File: config.mk
export PLATFORM = sky130hd
export DESIGN_NAME = vkdt_row_eval
export DESIGN_NICKNAME = d
export VERILOG_FILES = /design/src/hdl/vkdt_pkg.sv /design/src/hdl/vkdt_row_eval.sv
export SDC_FILE = /design/constraint.sdc
export NUM_CORES = 1
export LEC_CHECK = 0
export BUFFER_PORTS_ARGS = -buffer_cell sky130_fd_sc_hd__buf_2
export CAP_MARGIN = 30
export CORE_AREA = 2 2 202 204
export DETAILED_ROUTE_END_ITERATION = 16
export DIE_AREA = 0 0 204 206
export PLACE_DENSITY_LB_ADDON = 0.15
export SETUP_SLACK_MARGIN = 0.15
export SLEW_MARGIN = 15
export SYNTH_ARGS = -nofsm -noshare
export SYNTH_HDL_FRONTEND = slang
export SYNTH_SLANG_ARGS = --single-unit
File: constraint.sdc
create_clock -name vclk -period 2.3
set_clock_uncertainty 0.2 [all_clocks]
set_input_delay 0.23 -clock vclk [all_inputs]
set_output_delay 0.23 -clock vclk [all_outputs]
set_load 0.01 [all_outputs]
File: src/hdl/vkdt_pkg.sv
// Shared constants and types for the vertex key dedup table.
package vkdt_pkg;

  // Parameter defaults
  localparam int NUM_KEYS_DEF       = 1024;
  localparam int SLOTS_PER_KEY_DEF  = 8;
  localparam int NORMAL_ID_BITS_DEF = 16;

  // Fixed port field widths
  localparam int KEY_W       = 10;
  localparam int NORMAL_W    = 16;
  localparam int FINAL_W     = 13;
  localparam int COUNT_W     = 14;
  localparam int IN_TDATA_W  = 32;
  localparam int OUT_TDATA_W = 16;

  // Outcome of one row lookup
  typedef struct packed {
    logic               alloc;
    logic               overflow;
    logic [FINAL_W-1:0] final_index;
  } res_t;

endpackage

File: src/hdl/vkdt_row_eval.sv
// Row lookup: match the normal in one key row, or pick the next free slot.
module vkdt_row_eval #(
  parameter int SLOTS_PER_KEY  = vkdt_pkg::SLOTS_PER_KEY_DEF,
  parameter int NORMAL_ID_BITS = vkdt_pkg::NORMAL_ID_BITS_DEF,
  parameter int CNT_W          = $clog2(SLOTS_PER_KEY + 1),
  parameter int SLOT_W         = NORMAL_ID_BITS + vkdt_pkg::FINAL_W,
  parameter int ROW_W          = CNT_W + SLOTS_PER_KEY * SLOT_W
) (
  input  logic [ROW_W-1:0]             row,
  input  logic [NORMAL_ID_BITS-1:0]    nid,
  input  logic                         key_ok,
  input  logic [vkdt_pkg::COUNT_W-1:0] next_index,
  output vkdt_pkg::res_t               res,
  output logic [ROW_W-1:0]             row_nxt
);

  logic [CNT_W-1:0]              cnt;
  logic                          hit;
  logic [vkdt_pkg::FINAL_W-1:0]  hit_final;
  logic                          has_free;
  logic                          alloc;
  logic [vkdt_pkg::FINAL_W-1:0]  new_final;
  logic [SLOT_W-1:0]             slot;

  assign cnt       = row[CNT_W-1:0];
  assign has_free  = cnt < CNT_W'(SLOTS_PER_KEY);
  assign new_final = next_index[vkdt_pkg::FINAL_W-1:0];

  // Slots below the fill count are in use; scan downward so the lowest match wins.
  always_comb begin
    hit       = 1'b0;
    hit_final = '0;
    for (int i = SLOTS_PER_KEY - 1; i >= 0; i--) begin
      slot = row[CNT_W + i*SLOT_W +: SLOT_W];
      if ((CNT_W'(i) < cnt) && (slot[NORMAL_ID_BITS-1:0] == nid)) begin
        hit       = 1'b1;
        hit_final = slot[SLOT_W-1:NORMAL_ID_BITS];
      end
    end
  end

  assign alloc = key_ok && !hit && has_free;

  always_comb begin
    res.alloc       = alloc;
    res.overflow    = !key_ok || (!hit && !has_free);
    res.final_index = '0;
    if (key_ok && hit) begin
      res.final_index = hit_final;
    end else if (alloc) begin
      res.final_index = new_final;
    end
  end

  // Fill the first free slot and bump the row's fill count.
  always_comb begin
    row_nxt            = row;
    row_nxt[CNT_W-1:0] = cnt + CNT_W'(1);
    for (int i = 0; i < SLOTS_PER_KEY; i++) begin
      if (CNT_W'(i) == cnt) begin
        row_nxt[CNT_W + i*SLOT_W +: SLOT_W] = {new_final, nid};
      end
    end
  end

endmodule

# Yosys cells after proc, flatten, opt, wreduce, memory -nomap -nowiden
# Index checks and enable logic that the tools add are counted.
dict set report classes {
  addsub 1
  multipliers 0
  div 0
  order_cmp 9
  eq_ne 15
  shift 0
  n_mux 26
  bitwise 0
  reduce_logical 17
}
# cell n
set ops {}
lappend ops {{two-way mux 29 bit} 8}
lappend ops {{two-way mux 13 bit} 10}
lappend ops {{equality test 16 bit} 8}
lappend ops {{equality test 3 x 4 -> 1 bit (first input constant)} 4}
lappend ops {{less-than comparator 3 x 4 -> 1 bit (first input constant)} 4}
lappend ops {{logical AND 1 bit} 12}
lappend ops {{equality test 2 x 4 -> 1 bit (first input constant)} 2}
lappend ops {{less-than comparator 1 x 4 -> 1 bit (first input constant)} 2}
lappend ops {{less-than comparator 2 x 4 -> 1 bit (first input constant)} 2}
lappend ops {{two-way mux 1 bit} 8}
lappend ops {{adder 4 x 1 -> 4 bit (second input constant)} 1}
lappend ops {{equality test 1 x 4 -> 1 bit (first input constant)} 1}
lappend ops {{logical NOT 4 bit} 1}
lappend ops {{less-than comparator 4 bit (second input constant)} 1}
lappend ops {{logical NOT 1 bit} 3}
lappend ops {{logical OR 1 bit} 1}
dict set report totals {
  regBits 0
  latch_bits 0
  ram_bits 0
  romBits 0
  inputBits 267
  out_inout_bits 251
  word_cells 68
  mem_count 0
}

# Longest topological paths before layout
# Gate-level depths: netlist of the first run.
dict set report depth {
  ltp_word 15
  depth_mapped 11
  ltp_nobuf 10
}

# Worst setup path after synthesis of the first run
# No wires, ideal clock.
dict set report synth_path {
  path_kind {input to output}
  from {input nid[1]}
  to {output res[10] in the netlist's numbering}
  arrival_ns 2.083
  t_required_ns 1.870
  setup_slack_ns -0.213
  path_stages 9
  n_path_buf 2
  cell_sequence {buf_4 xor2_1 or4_1 nor3b_2 nand4_2 nand4_2 and2_4 buf_8 a32o_1}
}
# element line
set synth_rtl {}
lappend synth_rtl {{from (decl)} vkdt_row_eval.sv:10} ;# input logic [NORMAL_ID_BITS-1:0] nid,
lappend synth_rtl {{to (decl)} vkdt_row_eval.sv:13} ;# output vkdt_pkg::res_t res,

==> results of run 1 <==
-- final timing paths --
path / from / to / slack [ns]
setup / recovery: nid[12] / res[3] / -0.91
hold / removal: key_ok / res[13] / 0.57
-- critical path: cells and delay by family --
kind	cells	cell delay (ns)
simple gates	4	0.99
buf+inv	6	0.75
compound gates	2	0.62
xor+xnor	1	0.15
-- layer usage --
metal | up-vias | GRT usage (%) | share of wire, % | wire, um
met5 | - | 0 | 0.14 | 73
met4 | 12 | 3.96 | 2.7 | 1430
met3 | 65 | 3.78 | 5.8 | 3070
met2 | 396 | 46.1 | 54 | 28300
met1 | 4122 | 24.2 | 38 | 19700
li1 | 3883 | - | - | -
-- kinds of logic (layout without fill, tap and decap cells) --
kind of cell	count (synthesis)	in the layout	synth area share, %
simple gates	141	141	15.5
other cells	0	3	0
compound gates	78	78	11.4
fa+ha+maj	3	3	0.644
mux	230	230	44.4
xor+xnor	129	129	19.5
buf+inv	85	768	8.50
-- repair_timing --
item                       in CTS  in global routing
hold buffers                    0                  0
setup endpoints to repair     165                177
gates resized for setup       321                134
pin swaps                      62                 32
cloned                         12                  7
setup buffers                  36                 18
-- layout make-up --
type               instances  area (um2)  share of cell area [%]
inverters                  7        31.3                   0.234
well taps                532         666                    4.98
diodes                     3        7.51                  0.0562
multi-input cells        581        6380                    47.8
repair buffers           761        6280                    47.0
-- power breakdown --
group	internal [mW]	switching [mW]	total, mW
logic	1.28	1.14	2.41
clock network	0.000000174	0	0.000000174
registers	0	0	0
-- placed cells by master (no fill, tap or decap), types with 10 or more instances in the layout --
cell	n
a221o_1	12
a32o_2	12
and3_1	12
buf_12	35
buf_16	15
buf_2	380
buf_4	156
buf_6	159
buf_8	10
mux2_2	113
mux2_4	117
nand3_1	14
nand4_1	23
o211ai_1	11
o22a_1	11
xnor2_1	50
xor2_1	65
==> out/results.tsv, run 1 <==
stage	metric	value	unit
placed_design	dpl ws	-1.34	ns
sta	Fin Hold WS	0.570	ns
critical_path	worst-path cell chain	buf_8, buf_12, buf_12, buf_8, xor2_4, nor4_4, nand2_4, or3_4, buf_12, o211ai_1, nand3_1, a32o_2, buf_6	
critical_path	CP Class	primary input to output port	
critical_path	crit-path max FO	6	
route	DR iter-0 viols	314	
placed_design	dpl cells	1808	
logic_synthesis	sequential area share after synthesis	0	%
hold_path	hold path cells	3	
global_route	gr ovfl total	0	
route	vias	8478	
sta	post-layout minimum cycle time	3.21	ns
cells_and_area	clock buffer count	0	
logic_synthesis	most area-consuming cells after synthesis	mux2_2 44%, xor2_1 11%, xnor2_1 8.1%, nand4_1 2.5%, buf_6 2.1%	
logic_synthesis	synth warn	0	
global_route	number of global-route vias before repair	8754	
cells_and_area	Seq Cell Count	0	
critical_path	Slowest-stage cell, CP	or3_4	
cells_and_area	post-route cell area	13400	um2
critical_path	crit end category	output port	
route	1st-pass router iterations	4	
cells_and_area	fillers	4289	
sta	final setup margin	-0.910	ns
floorplan	die area	42000	um2
sta	FMAX	312	MHz
sta	setup TNS	-12.09	ns
logic_synthesis	Post-Synthesis Cell Area	5830	um2
placed_design	DP HPWL	39.7	mm
hold_path	Tightest Hold Check Type	primary input to output port	
floorplan	starting density of the core	14.5	%
global_route	largest net degree at the start of global routing	30	
logic_synthesis	count leader, synth	mux2_2	
logic_synthesis	Synth top area share	44.4	%
cells_and_area	Finished Core Util	33.3	%
logic_synthesis	top post-synthesis cells by count	230 x mux2_2, 74 x xor2_1, 54 x xnor2_1	
logic_synthesis	cells after synthesis	666	
route	Post-DRT Antenna Nets	0	
sta	Final Cycle Share	140	%
status	status	finished with violations	
global_route	initial antenna violation count	10	
floorplan	num rows	74	
cells_and_area	layout cell share with drive strength beyond 1	81.2	%
cells_and_area	Sequential cell area	0	um2
cells_and_area	nets	1621	
logic_synthesis	cell taking the most area after synthesis	mux2_2	
logic_synthesis	syn_area_per_cell	8.75	um2
sta	Max Transition Viols Final	0	
floorplan	DIE HEIGHT	206	um
logic_synthesis	count of cell types in the netlist	60	
route	vias per cell	4.50	
sta	RSZ-0062 raised after global routing	true	
logic_synthesis	syn_nets	936	
critical_path	nature of the critical path startpoint	primary input	
placed_design	PortBufs	517	
cells_and_area	Syn-to-layout area delta	129	%
route	Post-Route WL	52.6	mm
cells_and_area	post-route insts no fill	1884	
sta	Final Setup Violations	15	
critical_path	Worst Path Required	1.87	ns
critical_path	slowest cell delay on critical path	0.45	ns
global_route	first-pass GRT wire length	66.7	mm
power_and_ir_drop	Worst IR Drop VDD	0.100	mV
power_and_ir_drop	P_leak	6.40	nW
sta	Hold Vio Cnt, Final	0	
power_and_ir_drop	Pwr Density	181	nW/um2
power_and_ir_drop	total power	2.41	mW
status	failing checks	negative setup slack	
sta	Slew headroom	74.0	%
route	residual DRC count	0	
job	Max-Cap Viols	0	
floorplan	I/O pins	518	
floorplan	core area	40200	um2
placed_design	Placed Instance Area	10300	um2
critical_path	most frequent CP cell	buf_12	
global_route	GRT Util Overall	22.6	%
route	WL per Instance	27.9	um
placed_design	RePlAce Congestion	0.839	
critical_path	worst path arrival time	2.78	ns
sta	Slew @ Worst Pin	0.388	ns
floorplan	die width	204	um
No activity file was read; power rests on OpenSTA's default activity.
==> run 2: changes to the inputs <==
- CELL_PAD_IN_SITES_DETAIL_PLACEMENT: default -> 0
- CELL_PAD_IN_SITES_GLOBAL_PLACEMENT: default -> 1
- CORE_AREA: 2 2 202 204 -> 2 2 201 203
- DIE_AREA: 0 0 204 206 -> 0 0 203 205
==> run 2 against run 1 <==
Against the previous run: the run still ends with negative setup slack left; via count shrank 4.3%; wire length down 9.3%; combinational power shrank 11%; non-clock buffer count shrank 54; sequential cell count stayed put; critical path depth shrank 1; sequential share of layout area unchanged; critical endpoint is now res[9]; largest cell class unchanged; highest routed layer unchanged.
==> out/results.tsv, run 2 (synthesis results as in run 1) <==
stage	metric	value	unit	change
route	vias	8117		-4.3%
cells_and_area	Syn-to-layout area delta	102	%	
route	residual DRC count	0		unchanged
hold_path	HP Start	row[2]		
critical_path	most frequent CP cell	buf_12		
critical_path	crit end category	output port		
sta	Final Setup Violations	15		unchanged
sta	RSZ-0062 raised after global routing	true		
floorplan	die width	203	um	-0.49%
cells_and_area	clock buffer count	0		unchanged
route	Post-DRT Antenna Nets	0		unchanged
global_route	initial antenna violation count	10		unchanged
floorplan	DIE HEIGHT	205	um	-0.49%
sta	Final Cycle Share	133	%	-6.5 points
power_and_ir_drop	P_leak	5.48	nW	-14%
power_and_ir_drop	Worst IR Drop VDD	0.0887	mV	-12%
cells_and_area	layout cell share with drive strength beyond 1	81.0	%	-0.15 points
floorplan	I/O pins	518		unchanged
status	failing checks	negative setup slack		
global_route	GRT Util Overall	21.8	%	-0.86 points
route	WL met1	17.6	mm	-11%
placed_design	PortBufs	517		unchanged
sta	final setup margin	-0.760	ns	+0.150 ns
placed_design	DP HPWL	39.5	mm	-0.34%
critical_path	worst-path cell chain	buf_8, buf_12, xor2_4, nor4_4, nand3_4, or4_4, buf_12, buf_12, buf_12, o22a_1, a32o_2, buf_6		
cells_and_area	nets	1568		-3.3%
placed_design	dpl ws	-1.14	ns	+0.202 ns
global_route	first-pass GRT wire length	65.0	mm	-2.5%
sta	Hold Vio Cnt, Final	0		unchanged
hold_path	hold path cells	3		unchanged
placed_design	RePlAce Congestion	0.868		+3.5%
sta	Fin Hold WS	0.574	ns	+0.00370 ns
route	vias per cell	4.45		-1.1%
critical_path	Critical path origin	nid[12]		
status	status	finished with violations		
floorplan	starting density of the core	14.8	%	+0.30 points
floorplan	die area	41600	um2	-0.97%
global_route	number of global-route vias before repair	8709		-0.51%
cells_and_area	Seq Cell Count	0		unchanged
placed_design	dpl cells	1773		-1.9%
critical_path	Bufs and invs on worst path	6		unchanged
power_and_ir_drop	Pwr Density	182	nW/um2	+0.89%
route	max layer used	met5		
sta	FMAX	327	MHz	+4.9%
cells_and_area	most common cell after layout, fill and taps aside	buf_2		
clocking	post-cts hold buffer count	0		unchanged
critical_path	slowest cell delay on critical path	0.52	ns	+0.07 ns
floorplan	num rows	73		-1.4%
power_and_ir_drop	total power	2.14	mW	-11%
cells_and_area	most frequent cells in the layout	459 x buf_2, 204 x mux2_2, 132 x buf_4		
critical_path	crit-path max FO	8		+2
critical_path	CP top delay family	simple AND/OR/NAND/NOR gates		
sta	Slew headroom	67.4	%	-6.6 points
sta	Slew @ Worst Pin	0.489	ns	+0.101 ns
route	Post-Route WL	47.7	mm	-9.3%
route	DR WL met2	25.9	mm	-8.4%
critical_path	nature of the critical path startpoint	primary input		
job	Max-Cap Viols	0		unchanged
critical_path	CP Class	primary input to output port		
sta	post-layout minimum cycle time	3.06	ns	-0.150 ns
route	WL per Instance	26.1	um	-6.3%
floorplan	core area	39400	um2	-2.0%
route	met3 wire len	3.30	mm	+7.6%
hold_path	Tightest Hold Check Type	primary input to output port		
critical_path	Slowest-stage cell, CP	or4_4		
global_route	gr ovfl total	0		unchanged
cells_and_area	Sequential cell area	0	um2	unchanged
route	DR iter-0 viols	259		-18%
route	1st-pass router iterations	4		unchanged
cells_and_area	post-route insts no fill	1824		-3.2%
critical_path	Worst Path Required	1.87	ns	about the same
hold_path	WHS Endpoint	row_nxt[2]		
critical_path	worst path arrival time	2.63	ns	-0.15 ns
global_route	largest net degree at the start of global routing	30		unchanged
sta	Max Transition Viols Final	0		unchanged
==> run 2: cell count changes in the layout (fill, tap and decap cells not counted), moves of 8 or more <==
cell / before / now
buf_4: 156 / 132
xor2_2: 5 / 13
mux2_2: 113 / 204
buf_6: 159 / 75
mux2_4: 117 / 26
buf_2: 380 / 459
buf_16: 15 / 4
==> run 2: power by group <==
| group | internal [mW] | switching (mW) | total (mW) |
|---|---|---|---|
| Combinational | 1.07 | 1.08 | 2.14 |
| Sequential | 0 | 0 | 0 |
| Clock | 0.000000175 | 0 | 0.000000175 |
==> run 2: stage by stage <==
step | utilization [%] | setup TNS, ns | cell area (um2)
after global routing | 29.9 | -11.38 | 11800
after global placement | 25.4 | -22.52 | 9990
after CTS | 29.1 | -10.74 | 11400
final | 29.9 | -10.36 | 11800
after floorplan | - | -1.86 | 5980
after detailed placement | 25.4 | -20.18 | 9990
==> run 2: what timing repair did <==
item | in CTS | in global routing
pin swaps | 40 | 23
hold endpoints to repair | 0 | 0
buffers inserted | 36 | 6
setup endpoints to repair | 158 | 44
gates cloned | 6 | 0
resized for setup | 198 | 65
==> run 2: final cells by class <==
type	count	area, um2
Inverter	7	31.3
Tap cell	525	657
Multi-Input combinational cell	582	6100
Timing Repair Buffer	707	4970
Fill cell	4340	27600
Antenna cell	3	7.51
==> run 2: worst max-delay path by stage <==
| stage | to | depth (start not counted) |
|---|---|---|
| after floorplan | res[10] | 10 |
| after global placement | res[12] | 11 |
| after detailed placement | res[12] | 11 |
| after CTS | res[12] | 11 |
| after global routing | res[12] | 10 |
| final | res[9] | 12 |
==> run 2: layer usage <==
metal,vias to the layer above,GRT usage (%)
met1,3920,23.4
met4,2,2.95
met2,391,44.2
li1,3757,-
met5,-,0
met3,47,4.26
==> run 3: changes to the inputs <==
- ABC_AREA: default -> 1
- ABC_CLOCK_PERIOD_IN_PS: default -> 2300
- CORE_AREA: 2 2 201 203 -> 2 2 199 201
- DIE_AREA: 0 0 203 205 -> 0 0 201 203
==> run 3 against run 2 <==
Against the previous run: the flow still finishes with violations (negative setup slack); worst setup slack gained 0.39 ns; core utilization shrank 0.36 points; non-clock buffer count grew 1; global-route usage grew 1.2 points; first-iteration DRC count grew 72%; sequential share of layout area is the same; clock-buffer cell count is the same; critical path depth grew 2; power shrank 6.1%; critical path type unchanged; highest routed layer unchanged; wire length grew 3.7%.
==> out/results.tsv, run 3 <==
stage	metric	value	unit	change
status	status	finished with violations		
status	failing checks	negative setup slack		
sta	Final Setup Violations	15		unchanged
cells_and_area	Sequential cell area	0	um2	unchanged
route	1st-pass router iterations	5		+1
logic_synthesis	Synth top area share	33.9	%	-10 points
global_route	GRT Util Overall	22.9	%	+1.2 points
route	vias	10600		+30%
cells_and_area	most frequent cells in the layout	491 x buf_2, 475 x nand2_1, 240 x o21ai_0		
route	met3 wire len	2.81	mm	-15%
power_and_ir_drop	Reg power frac	0	%	unchanged
floorplan	starting density of the core	15.5	%	+0.71 points
logic_synthesis	count leader, synth	nand2_1		
sta	Fin Hold WS	0.548	ns	-0.0253 ns
power_and_ir_drop	Pwr Density	177	nW/um2	-2.7%
route	max layer used	met5		
critical_path	Worst Path Required	1.87	ns	about the same
placed_design	RePlAce Congestion	0.886		+2.1%
power_and_ir_drop	Worst IR Drop VDD	0.0875	mV	-1.4%
global_route	largest net degree at the start of global routing	59		+97%
logic_synthesis	cells after synthesis	1291		+94%
cells_and_area	Seq Cell Count	0		unchanged
cells_and_area	clock buffer count	0		unchanged
route	DR iter-0 viols	446		+72%
logic_synthesis	syn_nets	1561		+67%
power_and_ir_drop	combinational share of power	100.0	%	about the same
job	Max-Cap Viols	0		unchanged
logic_synthesis	Post-Synthesis Cell Area	5970	um2	+2.4%
logic_synthesis	sequential area share after synthesis	0	%	unchanged
power_and_ir_drop	switch share	57.4	%	+7.2 points
floorplan	die width	201	um	-0.99%
route	WL met1	19.6	mm	+11%
route	Post-Route WL	49.5	mm	+3.7%
global_route	gr ovfl total	0		unchanged
floorplan	num rows	72		-1.4%
cells_and_area	fillers	4597		+5.9%
global_route	initial antenna violation count	7		-3
global_route	number of global-route vias before repair	10600		+21%
cells_and_area	most common cell after layout, fill and taps aside	buf_2		
critical_path	worst path arrival time	2.24	ns	-0.39 ns
placed_design	DP HPWL	42.2	mm	+6.8%
logic_synthesis	cell taking the most area after synthesis	nand2_1		
route	vias per cell	4.36		-2.0%
critical_path	crit end category	output port		
logic_synthesis	top post-synthesis cells by count	540 x nand2_1, 247 x o21ai_0, 100 x nor2_1		
sta	Slew headroom	68.5	%	+1.1 points
placed_design	PortBufs	517		unchanged
cells_and_area	nets	2176		+39%
route	WL per Instance	20.4	um	-22%
logic_synthesis	synth warn	0		unchanged
critical_path	CP Class	primary input to output port		
sta	Slew @ Worst Pin	0.472	ns	-0.0173 ns
logic_synthesis	most area-consuming cells after synthesis	nand2_1 34%, o21ai_0 21%, nor2_1 6.3%, inv_1 5.7%, xor2_1 4.4%		
floorplan	I/O pins	518		unchanged
route	Post-DRT Antenna Nets	0		unchanged
logic_synthesis	syn_area_per_cell	4.62	um2	-47%
route	residual DRC count	0		unchanged
power_and_ir_drop	P_leak	6.61	nW	+21%
cells_and_area	Syn-to-layout area delta	90.2	%	
critical_path	nature of the critical path startpoint	primary input		
sta	FMAX	375	MHz	+15%
cells_and_area	Finished Core Util	29.5	%	-0.36 points
hold_path	Tightest Hold Check Type	primary input to output port		
power_and_ir_drop	clock power share	0	%	unchanged
sta	Hold Vio Cnt, Final	0		unchanged
sta	post-layout minimum cycle time	2.67	ns	-0.390 ns
floorplan	DIE HEIGHT	203	um	-0.98%
cells_and_area	post-route cell area	11400	um2	-3.5%
sta	RSZ-0062 raised after global routing	true		
sta	final setup margin	-0.369	ns	+0.390 ns
global_route	first-pass GRT wire length	70.1	mm	+7.8%
power_and_ir_drop	internal power	0.858	mW	-20%
sta	Max Transition Viols Final	0		unchanged
logic_synthesis	count of cell types in the netlist	39		-35%
placed_design	Placed Instance Area	10300	um2	+3.0%
floorplan	die area	40800	um2	-2.0%
power_and_ir_drop	Psw	1.16	mW	+7.3%
cells_and_area	area of the multi-input gates	5520	um2	-9.5%
sta	Final Cycle Share	116	%	-17 points
route	DR WL met2	25.8	mm	-0.23%
critical_path	crit-path max FO	7		-1
floorplan	core area	38500	um2	-2.3%
cells_and_area	layout cell share with drive strength beyond 1	45.5	%	-35 points
## run 3: changes by cell type after synthesis, moves of 25 or more
| cell | before | now |
|---|---|---|
| xor2_1 | 74 | 30 |
| mux2_2 | 230 | 0 |
| nor2_1 | 10 | 100 |
| a21oi_1 | 3 | 28 |
| nand2_1 | 15 | 540 |
| o21ai_0 | 4 | 247 |
| inv_1 | 7 | 91 |
| xnor2_1 | 54 | 22 |
## run 3: power by group through the flow
stage                     Sequential [mW]    Clock, mW  Combinational [mW]
after CTS                               0            0                1.99
after global routing                    0            0                2.20
after floorplan                         0            0               0.794
final                                   0  0.000000174                2.01
after global placement                  0            0                1.91
after detailed placement                0            0                1.90
## run 3: final timing paths
check	start	cells past startpoint	to	slack, ns
hold / removal	next_index[6]	4	res[6]	0.55
setup / recovery	nid[12]	14	res[3]	-0.37
## run 3: cells by family (layout without fill, tap and decap cells)
kind of cell | count (synthesis) | in the layout | share of synthesized area, %
AND/OR/NAND/NOR | 734 | 734 | 51.2
AO/OA/AOI/OAI | 299 | 299 | 25.7
buffers and inverters | 203 | 816 | 14.8
XOR/XNOR | 52 | 52 | 7.63
adder cells (fa/ha/maj) | 3 | 3 | 0.629
other | 0 | 3 | 0
## run 3: critical path: stages
cell and delay, ns:
buf_2 0.13, buf_4 0.19, buf_4 0.15, xnor2_1 0.16, o211ai_1 0.13, nor2_2 0.17
nand3_4 0.19, clkbuf_16 0.22, or2_2 0.26, nand2_1 0.07, nand2_1 0.07, nand2_2 0.08
nand2_2 0.05, buf_6 0.11
## run 3: cell type report
| type | count | share of cell area (%) |
|---|---|---|
| Tap cell | 518 | 5.71 |
| Timing Repair Buffer | 708 | 41.4 |
| Antenna cell | 3 | 0.0661 |
| Inverter | 108 | 4.22 |
| Multi-Input combinational cell | 1088 | 48.6 |
## run 3: stage by stage
step,TNS [ns],worst slack [ns],cells,total power [mW]
6_report,-4.71,-0.369,2425,2.01
5_1_grt,-6.33,-0.493,2422,2.20
4_1_cts,-4.76,-0.352,2407,1.99
3_5_place_dp,-9.20,-0.663,2392,1.90
3_3_place_gp,-9.31,-0.666,2392,1.91
2_1_floorplan,0,0.153,1291,0.794
## run 3: what timing repair did
| action | CTS | global route |
|---|---|---|
| hold endpoints to repair | 0 | 0 |
| resized for setup | 124 | 74 |
| gates cloned | 3 | 3 |
| buffers inserted | 12 | 12 |
| pin swaps | 46 | 41 |
| setup endpoints to repair | 47 | 35 |
| hold buffers | 0 | 0 |
## run 3: layer usage
metal | global-route usage [%] | vias up
met5 | 0 | -
met3 | 3.21 | 45
li1 | - | 5342
met1 | 26.1 | 4785
met2 | 44.9 | 405
met4 | 4.79 | 4
